### config.mk
export PLATFORM = sky130hd
export DESIGN_NAME = mqtt_packet_deframer
export DESIGN_NICKNAME = d
export VERILOG_FILES = /design/src/hdl/mqttd_pkg.sv /design/src/hdl/mqtt_packet_deframer.sv
export SDC_FILE = /design/constraint.sdc
export NUM_CORES = 1
export LEC_CHECK = 0
export BUFFER_PORTS_ARGS = -buffer_cell sky130_fd_sc_hd__buf_2
export CAP_MARGIN = 15
export CORE_MARGIN = 2
export CORE_UTILIZATION = 32
export DETAILED_ROUTE_END_ITERATION = 7
export PLACE_DENSITY = 0.57
export SYNTH_ARGS = -nofsm -noshare
export SYNTH_HDL_FRONTEND = slang
export SYNTH_SLANG_ARGS = --single-unit
### constraint.sdc
create_clock -name clk -period 7.6 [get_ports clk]
set_input_delay 1.14 -clock clk [delete_from_list [all_inputs] [get_ports clk]]
set_output_delay 1.14 -clock clk [all_outputs]
set_load 0.01 [all_outputs]
### src/hdl/mqttd_pkg.sv
// Shared types and codes for the MQTT packet deframer.
package mqttd_pkg;

  // Byte width of the stream and widths of the tagged result fields
  localparam int unsigned BYTE_W   = 8;
  localparam int unsigned REGION_W = 3;
  localparam int unsigned KIND_W   = 4;
  localparam int unsigned LIMIT_W  = 16;
  localparam int unsigned LEN_W    = 28;
  localparam int unsigned HDR_W    = 17;
  localparam int unsigned USER_W   = 16;

  // Region tags carried on the result stream
  typedef enum logic [REGION_W-1:0] {
    REGION_FIXED    = 3'd0,
    REGION_LENGTH   = 3'd1,
    REGION_VAR_HDR  = 3'd2,
    REGION_PAYLOAD  = 3'd3,
    REGION_UNPARSED = 3'd4
  } region_t;

  // Control packet types that get their body parsed
  localparam logic [KIND_W-1:0] KIND_CONNACK = 4'd2;
  localparam logic [KIND_W-1:0] KIND_PUBLISH = 4'd3;

  // Reset value of the section size limit
  localparam logic [LIMIT_W-1:0] LIMIT_RESET = 16'd128;

  // Fixed size of the CONNACK variable header and the PUBLISH topic length field
  localparam logic [HDR_W-1:0] FIXED_HDR_BYTES = 17'd2;

endpackage

### src/hdl/mqtt_packet_deframer.sv
// MQTT packet deframer: tags each stream byte with its packet region.
//
// Usage: raw MQTT bytes enter on the in_ stream, one byte per request. Each
// byte comes back on the out_ stream with its region (fixed header, length,
// variable header, payload, unparsed), the packet type, an end-of-packet
// mark on tlast and length/oversize error flags on tuser.
// cfg_wr_en loads section_limit from cfg_wr_data; write it only while the
// block is idle.
// Pipeline: an input request passes through the input register, then the
// result register. Throughput: one byte per cycle while out_tready is high;
// the next packet state (length accumulator, byte counters, phase) is
// computed combinationally between the two registers.
// Reset (rst_n low, synchronous) empties both registers, returns the parser
// to the start of a packet and sets section_limit to 128.
// Backpressure: while out_tready is low the result register holds; the input
// register still takes one more byte, then in_tready drops until the result
// is taken.
module mqtt_packet_deframer #(
  parameter int unsigned MAX_LENGTH_BYTES = 4
) (
  input  logic        clk,
  input  logic        rst_n,
  // configuration
  input  logic        cfg_wr_en,
  input  logic [15:0] cfg_wr_data,   // section_limit
  // input stream
  input  logic        in_tvalid,
  output logic        in_tready,
  input  logic [7:0]  in_tdata,      // [7:0] data_in
  // result stream
  output logic        out_tvalid,
  input  logic        out_tready,
  output logic [7:0]  out_tdata,     // [7:0] data_out
  output logic        out_tlast,     // end_of_packet
  output logic [15:0] out_tuser      // [2:0] region, [6:3] packet_kind,
                                     // [7] length_error, [8] oversize, rest 0
);

  typedef enum logic [2:0] {
    PH_FIXED = 3'd0,
    PH_LEN   = 3'd1,
    PH_TOPIC = 3'd2,
    PH_PAY   = 3'd3,
    PH_UNP   = 3'd4,
    PH_VAR   = 3'd5
  } phase_t;

  localparam logic [2:0] LAST_DIGIT = 3'(MAX_LENGTH_BYTES);

  // configuration register
  logic [mqttd_pkg::LIMIT_W-1:0] section_limit_r;

  // input register
  logic                         in_valid_r;
  logic [mqttd_pkg::BYTE_W-1:0] in_data_r;

  // parser state
  phase_t                        phase_r, phase_nxt;
  logic [mqttd_pkg::KIND_W-1:0]  kind_r, kind_nxt;
  logic [1:0]                    digit_r, digit_nxt;
  logic [mqttd_pkg::LEN_W-1:0]   acc_r, acc_nxt;
  logic [mqttd_pkg::LEN_W-1:0]   left_r, left_nxt;
  logic [mqttd_pkg::HDR_W-1:0]   hdr_left_r, hdr_left_nxt;
  logic [mqttd_pkg::BYTE_W-1:0]  topic_high_r, topic_high_nxt;

  // result register
  logic                          out_valid_r;
  logic [mqttd_pkg::BYTE_W-1:0]  out_data_r;
  mqttd_pkg::region_t            out_region_r, region_nxt;
  logic [mqttd_pkg::KIND_W-1:0]  out_kind_r;
  logic                          out_eop_r, eop_nxt;
  logic                          out_lerr_r, lerr_nxt;
  logic                          out_over_r, over_nxt;

  // helper values
  logic                          advance;
  logic                          cont;
  logic                          last_digit;
  logic [4:0]                    shamt;
  logic [mqttd_pkg::LEN_W-1:0]   acc_or;
  logic [mqttd_pkg::LEN_W-1:0]   left_dec;
  logic [15:0]                   topic;
  logic                          topic_gt;
  logic [mqttd_pkg::HDR_W-1:0]   hdr_sel;
  logic [mqttd_pkg::HDR_W-1:0]   hdr_dec;

  // handshake: the input register moves on when the result register is free
  assign advance   = in_valid_r && (!out_valid_r || out_tready);
  assign in_tready = !in_valid_r || advance;

  // length digit: 7 data bits placed at 7 * digit index
  assign cont       = in_data_r[7];
  assign last_digit = ({1'b0, digit_r} + 3'd1) >= LAST_DIGIT;
  assign shamt      = ({3'd0, digit_r} << 3) - {3'd0, digit_r};
  assign acc_or     = acc_r | (mqttd_pkg::LEN_W'(in_data_r[6:0]) << shamt);

  // body counters and topic length checks
  assign left_dec = left_r - 28'd1;
  assign topic    = {topic_high_r, in_data_r};
  assign topic_gt = {12'd0, topic} > left_dec;
  assign hdr_sel  = topic_gt ? left_dec[mqttd_pkg::HDR_W-1:0] : {1'b0, topic};
  assign hdr_dec  = (hdr_left_r != '0) ? hdr_left_r - 17'd1 : hdr_left_r;

  // per-byte parse step
  always_comb begin
    phase_nxt      = phase_r;
    kind_nxt       = kind_r;
    digit_nxt      = digit_r;
    acc_nxt        = acc_r;
    left_nxt       = left_r;
    hdr_left_nxt   = hdr_left_r;
    topic_high_nxt = topic_high_r;
    region_nxt     = mqttd_pkg::REGION_UNPARSED;
    eop_nxt        = 1'b0;
    lerr_nxt       = 1'b0;
    over_nxt       = 1'b0;

    case (phase_r)
      PH_FIXED: begin
        region_nxt = mqttd_pkg::REGION_FIXED;
        kind_nxt   = in_data_r[7:4];
        digit_nxt  = 2'd0;
        acc_nxt    = '0;
        phase_nxt  = PH_LEN;
      end
      PH_LEN: begin
        region_nxt = mqttd_pkg::REGION_LENGTH;
        acc_nxt    = acc_or;
        if (cont && !last_digit) begin
          digit_nxt = digit_r + 2'd1;
        end else begin
          // length complete (a continuation on the last digit is an error)
          lerr_nxt = cont;
          left_nxt = acc_or;
          if (acc_or == '0) begin
            eop_nxt   = 1'b1;
            phase_nxt = PH_FIXED;
          end else if (kind_r == mqttd_pkg::KIND_CONNACK) begin
            if (acc_or < 28'd2) begin
              hdr_left_nxt = acc_or[mqttd_pkg::HDR_W-1:0];
              lerr_nxt     = 1'b1;
            end else begin
              hdr_left_nxt = mqttd_pkg::FIXED_HDR_BYTES;
            end
            over_nxt  = section_limit_r < 16'd2;
            phase_nxt = PH_VAR;
          end else if (kind_r == mqttd_pkg::KIND_PUBLISH) begin
            hdr_left_nxt = mqttd_pkg::FIXED_HDR_BYTES;
            if (acc_or < 28'd2) begin
              lerr_nxt = 1'b1;
            end
            phase_nxt = PH_TOPIC;
          end else begin
            phase_nxt = PH_UNP;
          end
        end
      end
      default: begin
        // body byte
        left_nxt = left_dec;
        eop_nxt  = (left_dec == '0);
        case (phase_r)
          PH_TOPIC: begin
            region_nxt = mqttd_pkg::REGION_VAR_HDR;
            if (hdr_left_r >= mqttd_pkg::FIXED_HDR_BYTES) begin
              topic_high_nxt = in_data_r;
              hdr_left_nxt   = 17'd1;
            end else begin
              // topic length known: size the variable header and payload
              lerr_nxt     = topic_gt;
              over_nxt     = (({1'b0, topic} + 17'd2) > {1'b0, section_limit_r}) ||
                             ((left_dec - mqttd_pkg::LEN_W'(hdr_sel)) >
                              mqttd_pkg::LEN_W'(section_limit_r));
              hdr_left_nxt = hdr_sel;
              phase_nxt    = (hdr_sel != '0) ? PH_VAR : PH_PAY;
            end
          end
          PH_VAR: begin
            region_nxt   = mqttd_pkg::REGION_VAR_HDR;
            hdr_left_nxt = hdr_dec;
            if (hdr_dec == '0) begin
              phase_nxt = (kind_r == mqttd_pkg::KIND_PUBLISH) ? PH_PAY : PH_UNP;
            end
          end
          PH_PAY: begin
            region_nxt = mqttd_pkg::REGION_PAYLOAD;
          end
          default: begin
            region_nxt = mqttd_pkg::REGION_UNPARSED;
            phase_nxt  = PH_UNP;
          end
        endcase
        if (eop_nxt) begin
          phase_nxt = PH_FIXED;
        end
      end
    endcase
  end

  // configuration register
  always_ff @(posedge clk) begin
    if (!rst_n) begin
      section_limit_r <= mqttd_pkg::LIMIT_RESET;
    end else if (cfg_wr_en) begin
      section_limit_r <= cfg_wr_data;
    end
  end

  // input register
  always_ff @(posedge clk) begin
    if (!rst_n) begin
      in_valid_r <= 1'b0;
    end else if (in_tready) begin
      in_valid_r <= in_tvalid;
    end
  end

  always_ff @(posedge clk) begin
    if (in_tvalid && in_tready) begin
      in_data_r <= in_tdata;
    end
  end

  // parser state
  always_ff @(posedge clk) begin
    if (!rst_n) begin
      phase_r      <= PH_FIXED;
      kind_r       <= '0;
      digit_r      <= '0;
      acc_r        <= '0;
      left_r       <= '0;
      hdr_left_r   <= '0;
      topic_high_r <= '0;
    end else if (advance) begin
      phase_r      <= phase_nxt;
      kind_r       <= kind_nxt;
      digit_r      <= digit_nxt;
      acc_r        <= acc_nxt;
      left_r       <= left_nxt;
      hdr_left_r   <= hdr_left_nxt;
      topic_high_r <= topic_high_nxt;
    end
  end

  // result register
  always_ff @(posedge clk) begin
    if (!rst_n) begin
      out_valid_r <= 1'b0;
    end else if (advance) begin
      out_valid_r <= 1'b1;
    end else if (out_tready) begin
      out_valid_r <= 1'b0;
    end
  end

  always_ff @(posedge clk) begin
    if (advance) begin
      out_data_r   <= in_data_r;
      out_region_r <= region_nxt;
      out_kind_r   <= kind_nxt;
      out_eop_r    <= eop_nxt;
      out_lerr_r   <= lerr_nxt;
      out_over_r   <= over_nxt;
    end
  end

  assign out_tvalid = out_valid_r;
  assign out_tdata  = out_data_r;
  assign out_tlast  = out_eop_r;
  assign out_tuser  = {7'd0, out_over_r, out_lerr_r, out_kind_r, out_region_r};

endmodule

======== Yosys cells after proc, flatten, opt, wreduce, memory -nomap -nowiden ========
Cells that the tools add are included.
cells by class
  multiplexer cells ....................... 48
  shift operators ......................... 1
  equal/unequal tests ..................... 13
  magnitude comparators ................... 7
  bitwise gates (word level) .............. 3
  reduce and logical (&&, ||, !) cells .... 26
  add/sub/neg operators ................... 7
operator list
  operator                 number
  $mux W17                 8
  $pmux W28 S2             2
  $pmux W17 S2             2
  $logic_not A28 Y1        2
  $reduce_bool A17 Y1      2
  $gt A16 B28 Y1           1
  $gt A28 B16 Y1           1
  $lt A28 B2 Y1 const B    1
  $mux W28                 1
  $or A28 B28 Y28          1
  $shl A7 B5 Y28           1
  $sub A28 B1 Y28 const B  1
  $sub A28 B17 Y28         1
  $mux W3                  9
  $pmux W3 S2              3
  $add A16 B2 Y17 const B  1
  $ge A17 B2 Y1 const B    1
  $gt A17 B16 Y1           1
  $logic_not A17 Y1        1
  $sub A17 B1 Y17 const B  1
  $lt A16 B2 Y1 const B    1
  $mux W1                  16
  $ne A5 B5 Y1 const B     2
  $pmux W3 S3              1
  other kinds (28)         44
storage, ports and cells
  output and inout bits ................... 27
  register bits ........................... 134
  input bits .............................. 29
  logic and storage cells ................. 122

======== Longest topological paths before layout ========
  depth in word-level cells ............... 10
  mapped depth ............................ 38

======== Least setup slack after synthesis ========
No wires, ideal clock.
  path kind ............................... register to register
  from .................................... reg left_r[6] (netlist bit)
  to ...................................... reg out_over_r (data pin)
  period minus slack after synthesis ...... 6.393 ns
  setup slack ............................. 1.207 ns
  data required time ...................... 7.340 ns
  data arrival time ....................... 6.133 ns
  stages on the path, launching flop included .. 33
  cell sequence ........................... dfxtp_1 > buf_6 > or4_1 > nor3_1 > nor3b_1 > xor2_1 > inv_1 > ha_1 > a21o_1 > a21o_1 > a21o_1 > a211o_1 > a21oi_1 > nor4_2 > buf_4 > mux2i_1 > ha_1 > inv_1 > fa_1 > a211o_1 > a21oi_1 > nor3b_1 > o41ai_1 > a21boi_0 > ha_1 > nand2_1 > nor2_1 > a211oi_1 > nand2_1 > o21ai_0 > nand4_1 > a211oi_1 > o31ai_1
on the way
  longest elaborated chain between the ends .. 9
RTL lines
  what                    line                         RTL
  start, declared         mqtt_packet_deframer.sv:62   logic [mqttd_pkg::LEN_W-1:0] left_r, left_nxt;
  start signal, assigned  mqtt_packet_deframer.sv:239  left_r <= left_nxt;
  $sub A28 B1 Y28 *       mqtt_packet_deframer.sv:98   assign left_dec = left_r - 28'd1;
  $gt A16 B28 Y1          mqtt_packet_deframer.sv:100  assign topic_gt = {12'd0, topic} > left_dec;
  $mux W17                mqtt_packet_deframer.sv:101  assign hdr_sel = topic_gt ? left_dec[mqttd_pkg::HDR_W-1:0] : {1'b0, topic};
  $sub A28 B17 Y28 *      mqtt_packet_deframer.sv:172  ((left_dec - mqttd_pkg::LEN_W'(hdr_sel)) >
  $gt A28 B16 Y1 *        mqtt_packet_deframer.sv:172
  $logic_or A1 B1 Y1 *    mqtt_packet_deframer.sv:171  over_nxt = (({1'b0, topic} + 17'd2) > {1'b0, section_limit_r}) ||
  $mux W1 *               mqtt_packet_deframer.sv:165  if (hdr_left_r >= mqttd_pkg::FIXED_HDR_BYTES) begin
  $mux W1 *               mqtt_packet_deframer.sv:162  case (phase_r)
  $pmux W1 S2 *           mqtt_packet_deframer.sv:118  case (phase_r)
  via over_nxt            mqtt_packet_deframer.sv:73   logic out_over_r, over_nxt;
  end signal, assigned    mqtt_packet_deframer.sv:263  out_over_r <= over_nxt;
  end, declared           mqtt_packet_deframer.sv:73
The timed path passes the listed nets; every way through them passes the cells marked *.
A chain may end at the register's enable or synchronous reset.

======== Final worst setup path ========
  from .................................... reg left_r[2] (netlist bit)
  to ...................................... reg out_over_r (data pin)
The elaborated chain is that of the path after synthesis.

==> results.toml <==
[clock_tree]
cts_tree = "built"
cts.hold.buffers_added = 0
clock_path_buffers = 2
cts.sinks = 134
postCtsResizedCells = 0
cts_made_buffers = 17
clk_pin_slew_ns = 0.07
clockRootBuffer = "clkbuf_16"
post-cts-setup-buffer-count = 0
h-tree-depth = 4
insertion_delay_ns = 0.43

[grt]
antenna_found_initial = 0
gr-total-overflow = 0
grt_pass1_vias = 9403
grt_pass1_wl_mm = 54.0
grt_start_max_net_pins = 91
grt_usage_pct = 20.6

[min_path]
min_from = "acc_r[4]"
holdPathEnd = "acc_r[4]"
hold_depth = 2
hold_path_class = "flip-flop to flip-flop"

[critical_path]
arrival_ns = 7.33
max_stage_delay_ns = 0.50
worstSetupStartpointType = "flip-flop"
r2r_setup_slack_ns = 0.45
cp.required_ns = 7.77
timing.rr.start = "left_r[2]"
critical_path_buf_inv_count = 1
cp_top_family = "simple AND/OR/NAND/NOR gates"
reg2reg_to = "out_over_r"
reg2reg_depth = 29
endpoint_kind = "flip-flop"
cp_slowest_cell = "or4_1"
path_max_fanout = 12
worst-setup-path-type = "flip-flop to flip-flop"

[logic_synthesis]
ys_ff_latch = 134
ys_seq_area_share_pct = 28.6
yosys.area.top_type = "dfxtp_1"
synthMostInstantiatedCell = "nor2_1"
synthTopCellsByCount = "nor2_1 (185), dfxtp_1 (108), a21oi_1 (98)"
synthTopCellsByArea = "dfxtp_1 (21%), ha_1 (8.6%), edfxtp_1 (7.6%)"
netlist_area_mm2 = 0.0103
syn_area_per_cell_um2 = 7.87
yosys_warnings = 0
ys.flop_type = "dfxtp_1"
synth_edf_count = 26
synth_cell_types = 90
yosysTopAreaCellShare_pct = 21.0
postSynthCellCount = 1308
postSynth.asyncResetShare_pct = 0

[sta]
finalSetupViolCount = 0
maxClockFrequency_ghz = 0.140
drv_slew = 0
clock-skew-final_ns = 0.0144
rsz0062_at_grt = "false"
fin_crit_ns = 7.15
layout_setup_ws_ns = 0.447
hold_viol_final = 0
worst_pin_slew_ns = 1.05
slew_headroom_pct = 29.8
setup_tns_ns = 0
period_share_pct = 94.1

[floorplan]
std_cell_rows = 65
die_w_um = 183
start_util_pct = 32.5
die_area_mm2 = 0.0336
die_y_um = 183
ios = 56
core_mm2 = 0.0316

[cells_and_area]
fin_cells = 1750
final_util_pct = 36.6
layout-drive-gt1-share_pct = 11.8
fillerInstances = 3294
fin_nets = 1436
num_antenna_cells = 0
syn_to_final_growth_pct = 12.6

[run]
cap_violations = 0

[outcome]
status = "completed"

[drt]
via_per_inst = 5.75
vias = 10071
antenna_left = 0
drc_errors = 0
wl_mm = 35.1
drt_iter0_markers = 839
route.detailed.wl_per_inst_um = 20.0
drt_pre_antenna_iters = 5

[power_and_ir_drop]
power.density_mw_per_mm2 = 232
vdd_drop_max_uv = 112
p_leak_uw = 0.00461

[placement]
io_buffers = 48
placedCellCount = 1718
dp_hpwl_mm = 26.0
place_ws_ns = 0.240
gp_congestion = 0.948
flip-flops by register name, summed over array words and instances, names as in the netlist:
name             flops
acc_r               28
digit_r              2
hdr_left_r          17
in_data_r            8
in_valid_r           1
kind_r               4
left_r              28
out_kind_r           4
out_lerr_r           1
out_over_r           1
out_region_r         3
out_tdata            8
out_tlast            1
out_tvalid           1
phase_r              3
section_limit_r     16
topic_high_r         8
worst reg2reg max path: cells and delay by family (launching register included):
kind	cells	cell delay [ns]
XOR/XNOR	2	0.36
adder cells (fa/ha/maj)	3	1.03
buffers and inverters	1	0.31
AO/OA/AOI/OAI	10	2.00
multiplexers	1	0.44
flip-flops	1	0.41
AND/OR/NAND/NOR	12	2.34
metal layers:
layer	wire, µm	vias up	share of wire (%)	global-route usage [%]
li1	-	4836	-	-
met1	16300	4840	46	28.5
met2	15500	337	44	32.2
met3	2300	58	6.6	3.55
met4	974	0	2.8	7.71
met5	0	-	0	0
kinds of logic (layout without fill, tap and decap cells):
| logic type | after synthesis | after routing | share of synthesized area (%) |
|---|---|---|---|
| flops | 134 | 134 | 28.6 |
| mux | 62 | 62 | 6.63 |
| buf+inv | 139 | 173 | 5.68 |
| other cells | 1 | 7 | 0.0364 |
| xor+xnor | 51 | 51 | 4.34 |
| fa+ha+maj | 72 | 72 | 8.83 |
| compound gates | 330 | 330 | 20.7 |
| simple gates | 519 | 519 | 25.2 |
where the power goes:
group	internal (µW)	switching, µW
Clock	480	374
Sequential	751	30.8
Combinational	407	644
cell type report:
cell class,instances,area [µm²],share of cell area [%]
multi-input cells,1041,6830,59.0
clock buffers,19,454,3.92
well taps,402,503,4.34
inverters,58,218,1.88
flip-flops and latches,134,2940,25.4
repair buffers,83,503,4.34
clock inverters,13,129,1.11
per-stage QoR:
step / cell area, µm² / total power [µW] / hold slack, ns
floorplan: 10300 / 1520 / 0.454
global placement: 11000 / 1810 / 0.470
detailed placement: 11000 / 1810 / 0.478
CTS: 11600 / 2660 / 0.494
global route: 11600 / 2840 / 0.532
finish: 11600 / 2690 / 0.494
layout by cell type (no fill, tap or decap), types with 8 or more instances in the layout:
| cell type | count |
|---|---|
| inv_1 | 55 |
| buf_4 | 35 |
| nor4_1 | 29 |
| nor2_1 | 185 |
| buf_2 | 48 |
| nand4_1 | 26 |
| or4_1 | 9 |
| o21ai_1 | 16 |
| mux2i_1 | 49 |
| dfxtp_1 | 108 |
| nor3b_1 | 8 |
| ha_1 | 70 |
| o211ai_1 | 16 |
| a31oi_1 | 12 |
| nand2b_1 | 10 |
| and2_1 | 12 |
| o22ai_1 | 10 |
| a22oi_1 | 19 |
| or3_1 | 18 |
| mux2_2 | 8 |
| xor2_1 | 18 |
| inv_6 | 8 |
| nand3_1 | 30 |
| nor3_1 | 36 |
| nor2b_1 | 17 |
| clkbuf_16 | 18 |
| edfxtp_1 | 26 |
| o21a_1 | 10 |
| o21ai_0 | 48 |
| xnor2_1 | 31 |
| a21o_1 | 11 |
| a211oi_1 | 21 |
| nand2_1 | 97 |
| a21oi_1 | 98 |
worst max path at each step:
stage | end | cells past startpoint | slack [ns] | start
finish | out_over_r | 29 | 0.45 | left_r[2]
global route | out_over_r | 34 | 0.01 | left_r[8]
CTS | out_over_r | 30 | 0.20 | left_r[8]
detailed placement | out_over_r | 30 | 0.24 | left_r[8]
global placement | out_over_r | 29 | 0.36 | left_r[2]
floorplan | out_over_r | 32 | 1.21 | left_r[6]
No activity file was read; power rests on OpenSTA's default activity.
